--- src/rtl/core/bcte_pkg.sv ---
// shared types, constants and helper function of the button colour table engine
`default_nettype none

package bcte_pkg;

	localparam logic       OP_BYTE    = 1'b0;
	localparam logic       OP_REFRESH = 1'b1;
	localparam logic [7:0] CLEAR_CODE = 8'hFF;

	localparam logic [4:0] LED_MAP [32] = '{
		5'd4,  5'd0,  5'd20, 5'd18,
		5'd7,  5'd1,  5'd21, 5'd16,
		5'd6,  5'd3,  5'd23, 5'd19,
		5'd9,  5'd11, 5'd15, 5'd13,
		5'd8,  5'd10, 5'd14, 5'd12,
		5'd20, 5'd21, 5'd22, 5'd23, 5'd24, 5'd25, 5'd26, 5'd27,
		5'd28, 5'd29, 5'd30, 5'd31
	};

	typedef enum logic [1:0] {
		PH_BUTTON,
		PH_RED,
		PH_GREEN,
		PH_BLUE
	} phase_t;

	typedef enum logic [1:0] {
		ST_IDLE,
		ST_SCAN,
		ST_DRAIN
	} state_t;

	typedef struct packed {
		logic take_byte;
		logic scan_start;
		logic issue;
	} cmd_t;

	typedef struct packed {
		logic at_last;
		logic pipe_busy;
	} status_t;

	// exact floor(p / 255) for a product of two bytes
	function automatic logic [7:0] div255(input logic [15:0] p);
		logic [7:0] q0;
		logic [8:0] r;
		begin
			q0 = p[15:8];
			r  = {1'b0, p[7:0]} + {1'b0, q0};
			div255 = (r >= 9'd255) ? q0 + 8'd1 : q0;
		end
	endfunction

endpackage

`default_nettype wire

--- src/rtl/core/button_colour_table_engine_core.sv ---
// top level of the button colour table engine
// A report byte (operation 0) is taken while idle and busy stays low, so bytes may be
// issued on every cycle. A refresh with layer_active high holds busy while the table is
// scanned and the pipeline drains: the colour table is read one button per cycle and each
// colour passes a two-stage multiply and divide-by-255 pipeline, so one result per button
// appears on consecutive cycles, the last one flagged by last_of_scan.
// A refresh with layer_active low produces no results and leaves busy low. Each result is
// shown for exactly one cycle with result_strobe high; the receiver cannot stall it.
`default_nettype none

module button_colour_table_engine_core #(
	parameter int NUM_BUTTONS = 20
) (
	input  wire logic       clk,
	input  wire logic       arst_n,
	input  wire logic       start,
	output logic            busy,
	input  wire logic       operation,
	input  wire logic [7:0] report_byte,
	input  wire logic       last_in_report,
	input  wire logic [7:0] brightness,
	input  wire logic       layer_active,
	output logic            result_strobe,
	output logic [4:0]      led_index,
	output logic [7:0]      red_out,
	output logic [7:0]      green_out,
	output logic [7:0]      blue_out,
	output logic            last_of_scan
);
	import bcte_pkg::*;

	cmd_t    cmd;
	status_t status;

	bcte_ctrl u_ctrl (
		.clk          (clk),
		.arst_n       (arst_n),
		.start        (start),
		.operation    (operation),
		.layer_active (layer_active),
		.status       (status),
		.cmd          (cmd),
		.busy         (busy)
	);

	bcte_dp #(
		.NUM_BUTTONS (NUM_BUTTONS)
	) u_dp (
		.clk            (clk),
		.arst_n         (arst_n),
		.cmd            (cmd),
		.report_byte    (report_byte),
		.last_in_report (last_in_report),
		.brightness     (brightness),
		.status         (status),
		.result_strobe  (result_strobe),
		.led_index      (led_index),
		.red_out        (red_out),
		.green_out      (green_out),
		.blue_out       (blue_out),
		.last_of_scan   (last_of_scan)
	);

endmodule

`default_nettype wire

--- src/rtl/core/bcte_ctrl.sv ---
// controller state machine: report byte dispatch and refresh scan sequencing
`default_nettype none

module bcte_ctrl (
	input  wire logic            clk,
	input  wire logic            arst_n,
	input  wire logic            start,
	input  wire logic            operation,
	input  wire logic            layer_active,
	input  wire bcte_pkg::status_t status,
	output bcte_pkg::cmd_t       cmd,
	output logic                 busy
);
	import bcte_pkg::*;

	state_t state_q;
	state_t state_d;

	always_ff @(posedge clk or negedge arst_n) begin
		if (!arst_n) begin
			state_q <= ST_IDLE;
		end else begin
			state_q <= state_d;
		end
	end

	always_comb begin
		state_d        = state_q;
		cmd.take_byte  = 1'b0;
		cmd.scan_start = 1'b0;
		cmd.issue      = 1'b0;
		busy           = 1'b1;
		case (state_q)
			ST_IDLE: begin
				busy = 1'b0;
				if (start) begin
					if (operation == OP_BYTE) begin
						cmd.take_byte = 1'b1;
					end else if (layer_active) begin
						cmd.scan_start = 1'b1;
						state_d        = ST_SCAN;
					end
				end
			end
			ST_SCAN: begin
				cmd.issue = 1'b1;
				if (status.at_last) begin
					state_d = ST_DRAIN;
				end
			end
			ST_DRAIN: begin
				if (!status.pipe_busy) begin
					state_d = ST_IDLE;
				end
			end
			default: begin
				state_d = ST_IDLE;
			end
		endcase
	end

endmodule

`default_nettype wire

--- src/rtl/core/bcte_dp.sv ---
// datapath: report parser, colour table and two-stage brightness scaling pipeline
`default_nettype none

module bcte_dp #(
	parameter int NUM_BUTTONS = 20
) (
	input  wire logic             clk,
	input  wire logic             arst_n,
	input  wire bcte_pkg::cmd_t   cmd,
	input  wire logic [7:0]       report_byte,
	input  wire logic             last_in_report,
	input  wire logic [7:0]       brightness,
	output bcte_pkg::status_t     status,
	output logic                  result_strobe,
	output logic [4:0]            led_index,
	output logic [7:0]            red_out,
	output logic [7:0]            green_out,
	output logic [7:0]            blue_out,
	output logic                  last_of_scan
);
	import bcte_pkg::*;

	localparam int IDX_W = (NUM_BUTTONS > 1) ? $clog2(NUM_BUTTONS) : 1;

	// parser state
	phase_t             phase_q;
	logic               halted_q;
	logic [IDX_W-1:0]   target_q;
	logic [7:0]         held_red_q;
	logic [7:0]         held_green_q;

	// colour table with per-entry valid bits
	logic [23:0]            table_q [NUM_BUTTONS];
	logic [NUM_BUTTONS-1:0] valid_q;

	// scan
	logic [IDX_W-1:0] cnt_q;
	logic [7:0]       bright_q;
	logic [23:0]      rd_colour;

	logic        v_s1;
	logic [15:0] red_prod_s1;
	logic [15:0] green_prod_s1;
	logic [15:0] blue_prod_s1;
	logic [4:0]  led_s1;
	logic        last_s1;

	logic [6:0]  btn;
	logic        btn_bad;

	assign btn     = report_byte[6:0];
	assign btn_bad = (btn == 7'd0) || (btn > 7'(NUM_BUTTONS));

	always_ff @(posedge clk or negedge arst_n) begin
		if (!arst_n) begin
			phase_q  <= PH_BUTTON;
			halted_q <= 1'b0;
			valid_q  <= '0;
		end else if (cmd.take_byte) begin
			if (!halted_q) begin
				case (phase_q)
					PH_BUTTON: begin
						if (report_byte == CLEAR_CODE) begin
							valid_q <= '0;
						end
					end
					PH_BLUE: begin
						valid_q[target_q] <= 1'b1;
					end
					default: begin
					end
				endcase
			end
			if (last_in_report) begin
				phase_q  <= PH_BUTTON;
				halted_q <= 1'b0;
			end else if (!halted_q) begin
				case (phase_q)
					PH_BUTTON: begin
						if ((report_byte == CLEAR_CODE) || btn_bad) begin
							halted_q <= 1'b1;
						end else begin
							phase_q <= PH_RED;
						end
					end
					PH_RED: begin
						phase_q <= PH_GREEN;
					end
					PH_GREEN: begin
						phase_q <= PH_BLUE;
					end
					default: begin
						phase_q <= PH_BUTTON;
					end
				endcase
			end
		end
	end

	always_ff @(posedge clk) begin
		if (cmd.take_byte && !halted_q) begin
			case (phase_q)
				PH_BUTTON: begin
					target_q <= IDX_W'(btn - 7'd1);
				end
				PH_RED: begin
					held_red_q <= report_byte;
				end
				PH_GREEN: begin
					held_green_q <= report_byte;
				end
				PH_BLUE: begin
					table_q[target_q] <= {held_red_q, held_green_q, report_byte};
				end
				default: begin
				end
			endcase
		end
	end

	// scan counter and brightness
	always_ff @(posedge clk or negedge arst_n) begin
		if (!arst_n) begin
			cnt_q <= '0;
		end else if (cmd.scan_start) begin
			cnt_q <= '0;
		end else if (cmd.issue && !status.at_last) begin
			cnt_q <= cnt_q + IDX_W'(1);
		end
	end

	always_ff @(posedge clk) begin
		if (cmd.scan_start) begin
			bright_q <= brightness;
		end
	end

	assign status.at_last   = (cnt_q == IDX_W'(NUM_BUTTONS - 1));
	assign status.pipe_busy = v_s1;

	assign rd_colour = valid_q[cnt_q] ? table_q[cnt_q] : 24'd0;

	// stage 1: table read and multiply
	always_ff @(posedge clk or negedge arst_n) begin
		if (!arst_n) begin
			v_s1 <= 1'b0;
		end else begin
			v_s1 <= cmd.issue;
		end
	end

	always_ff @(posedge clk) begin
		if (cmd.issue) begin
			red_prod_s1   <= 16'(rd_colour[23:16]) * 16'(bright_q);
			green_prod_s1 <= 16'(rd_colour[15:8]) * 16'(bright_q);
			blue_prod_s1  <= 16'(rd_colour[7:0]) * 16'(bright_q);
			led_s1        <= LED_MAP[5'(cnt_q)];
			last_s1       <= status.at_last;
		end
	end

	// stage 2: divide by 255 into the output register
	always_ff @(posedge clk or negedge arst_n) begin
		if (!arst_n) begin
			result_strobe <= 1'b0;
		end else begin
			result_strobe <= v_s1;
		end
	end

	always_ff @(posedge clk) begin
		if (v_s1) begin
			led_index    <= led_s1;
			red_out      <= div255(red_prod_s1);
			green_out    <= div255(green_prod_s1);
			blue_out     <= div255(blue_prod_s1);
			last_of_scan <= last_s1;
		end
	end

endmodule

`default_nettype wire

--- config.mk ---
export PLATFORM = sky130hd
export DESIGN_NAME = button_colour_table_engine_core
export DESIGN_NICKNAME = d
export VERILOG_FILES = /design/src/rtl/core/bcte_pkg.sv /design/src/rtl/core/button_colour_table_engine_core.sv /design/src/rtl/core/bcte_ctrl.sv /design/src/rtl/core/bcte_dp.sv
export SDC_FILE = /design/constraint.sdc
export NUM_CORES = 1
export LEC_CHECK = 0
export CAP_MARGIN = 20
export CORE_AREA = 2 2 317 162
export DETAILED_ROUTE_END_ITERATION = 7
export DIE_AREA = 0 0 319 164
export DONT_BUFFER_PORTS = 1
export PLACE_DENSITY = 0.89
export SYNTH_ARGS = -nofsm -noshare
export SYNTH_HDL_FRONTEND = slang
export SYNTH_SLANG_ARGS = --single-unit
--- constraint.sdc ---
create_clock -name clk -period 7.5 [get_ports clk]
set_input_delay 0.375 -clock clk [delete_from_list [all_inputs] [get_ports clk]]
set_output_delay 0.375 -clock clk [all_outputs]
set_load 0.005 [all_outputs]
==> results.txt <==
Routed WL per cell - 27.8 um
Netlist cell types - 62
First-pass GRT wire length - 116000 um
Post-CTS setup buffers - 0
Nets@finish - 2353
Post-CTS Resized - 0
Clk_lat worst skew - 0.63 ns
Die X - 319 um
WHS Path Cells - 2
Total Neg Setup Slack - 0 ns
DRC Markers - 0
Utilization after layout - 0.690
Delay-heaviest family, CP - adder cells
Share of cells above drive strength 1 - 0.147
Clock slew at reported path FFs - 0.08 ns
R2R Setup Slk - 0.76 ns
WP data arrival - 7.12 ns
Fin area - 0.0342 sq mm
F_max - 148 MHz
R2R depth - 21
Fin Clk Skew - 0.0358 ns
RePlAce Congestion - 0.855
VDD IR-drop max - 283 uV
Bufs and invs on worst path - 4
WL final - 77100 um
Slew headroom - 0.295
Hold Vio Cnt, Final - 0
Number of antenna violations at the first check in global routing - 3
Post-synth top cells - 593 x edfxtp_1, 186 x inv_1, 147 x ha_1
Final min period - 6.74 ns
Gr usage total - 0.303
Area growth syn-to-layout - 8.84%
Post-synthesis sequential area ratio - 0.592
Pwr/cell area - 414 mW/mm^2
Die Y - 164 um
# setup viols final - 0
Via-to-Cell Ratio - 6.72
Critical path class - reg2reg
Crit path cell chain - mux4_1, mux2i_1, o22a_1, a21oi_4, buf_4, and2_1, nand2_1, fa_1, fa_1, inv_1, fa_1, inv_1, fa_1, inv_1, ha_1, o21a_1, o21a_1, a41o_1, nor4_1, nor3_1, xor2_1
Grt total ovfl - 0
Port Buffers - 0
Cell row count - 58
Synth warn - 0
CP Launch Type - flip-flop
1st-pass router iterations - 5
Most frequent cell on the critical path - fa_1
Placed Area - 0.0323 sq mm
Via count - 18600
Largest net degree at the start of global routing - 60
Critical R2R Capture - u_dp.green_prod_s1[14]
Core ar. - 0.0496 sq mm
Yosys reg bits - 625
Io pins - 54
Most common cell in the netlist - edfxtp_1
CTS Sinks - 625
CP peak stage delay - 0.67 ns
Unrepaired setup endpoints after global routing - false
Critical R2R Launch - u_dp.cnt_q[0]
Routed Antenna Nets - 0
Status - finished, final reports clean
Max Slew Vio Count - 0
Gate Count Post-Synth - 2029
Worst-case clock buffer depth - 3
Final Power - 14200 uW
Worst hold endpoint - u_dp.target_q[3]
Post-Syn Area - 0.0315 sq mm
Top-area cell type share of the netlist area - 0.566
TritonCTS clock tree - built
Tightest Hold Check Type - in2reg
CP max FO - 27
Synth area leader - edfxtp_1
CTS Hold Bufs - 19
Final worst path period share - 0.899
Synthesized Nets - 2309
Top FF cell, synth - edfxtp_1
Worst EP required - 7.88 ns
Post-DP HPWL - 48600 um
Initial Util - 0.634
Num CTS Buffers - 51
Number of global-route vias before repair - 19200
Synth area leaders - edfxtp_1 57%, mux4_2 9.0%, fa_1 7.1%
Iteration-0 DRC Markers - 2659
Worst-Margin Slew - 1.05 ns
Async set or reset register ratio after synthesis - 0.0512
Syn_area_per_cell - 15.5 sq um
Die area - 0.0523 sq mm
Post-synth EDFFs - 593
Critical-path top delay cell - dfrtp_4
Worst setup EP type - flip-flop
Pleak - 0.0132 uW
Root Buffer - clkbuf_16
Max-cap viol count - 0
H-tree level count - 2
Hold Crit Start - report_byte[2]
Hold Worst Slack - 0.0444 ns
how the worst max path moves through the flow:
| stage | startpoint | to | slack [ns] | cells past startpoint |
|---|---|---|---|---|
| floorplan | u_dp.cnt_q[1] | u_dp.green_prod_s1[14] | 1.71 | 22 |
| global placement | u_dp.cnt_q[0] | u_dp.blue_prod_s1[15] | 1.07 | 20 |
| detailed placement | u_dp.cnt_q[0] | u_dp.green_prod_s1[14] | 0.87 | 21 |
| CTS | u_dp.cnt_q[0] | u_dp.green_prod_s1[14] | 0.85 | 21 |
| global route | u_dp.cnt_q[0] | u_dp.red_prod_s1[13] | 0.48 | 22 |
| finish | u_dp.cnt_q[0] | u_dp.green_prod_s1[14] | 0.76 | 21 |
per-layer routing:
layer	wire, um	GRT usage
met5	0	0
met4	2060	0.0795
met3	10700	0.0845
met2	34800	0.467
met1	29600	0.433
cells in the final DEF (no fill, tap or decap), types with 44 or more instances in the layout:
master / n
edfxtp_1: 593
inv_1: 184
ha_1: 147
mux4_2: 126
nand2_1: 117
fa_1: 111
and3_1: 95
nor2_1: 76
and2_1: 60
a21oi_1: 59
clkbuf_16: 51
xnor2_1: 44
through the flow:
stage                     instances  setup slack, ns
after floorplan                2029             1.71
after global placement         2659             1.07
after detailed placement       2659            0.874
after CTS                      2772            0.847
after global routing           2775            0.475
final                          2776            0.760
sequential cells by signal, indices dropped and copies added (netlist names), 2 cells and up:
| register | flops |
|---|---|
| u_dp.bright_q | 8 |
| u_dp.phase_q | 2 |
| u_dp.green_prod_s1 | 16 |
| u_dp.blue_out | 8 |
| u_dp.table_q | 480 |
| u_dp.led_s1 | 5 |
| u_dp.cnt_q | 5 |
| u_dp.led_index | 5 |
| u_dp.target_q | 5 |
| u_dp.green_out | 8 |
| u_dp.held_green_q | 8 |
| u_dp.blue_prod_s1 | 16 |
| u_dp.red_prod_s1 | 16 |
| u_dp.red_out | 8 |
| u_dp.valid_q | 20 |
| u_dp.held_red_q | 8 |
| u_ctrl.state_q | 2 |
final cells by class:
| cell class | count | area (sq um) |
|---|---|---|
| antenna | 2 | 5.00 |
| clock buffer | 69 | 1410 |
| clock inverter | 25 | 293 |
| fill | 2995 | 15400 |
| inverter | 186 | 698 |
| multi-input combinational | 1144 | 11800 |
| sequential | 625 | 18600 |
| tap | 660 | 826 |
| timing repair buffer | 65 | 596 |
where the power goes:
part / internal, uW / total, uW / switching, uW
sequential: 4330 / 4670 / 336
clock: 1510 / 2790 / 1280
combinational: 2790 / 6700 / 3910
logic make-up after synthesis:
| logic type | count (synthesis) | share of synthesized area |
|---|---|---|
| buffers and inverters | 260 | 0.0353 |
| adder cells (fa/ha/maj) | 258 | 0.129 |
| flip-flops | 625 | 0.592 |
| AND/OR/NAND/NOR | 483 | 0.0786 |
| multiplexers | 168 | 0.111 |
| XOR/XNOR | 64 | 0.0178 |
| AO/OA/AOI/OAI | 171 | 0.0366 |
No activity file was read; power rests on OpenSTA's default activity.
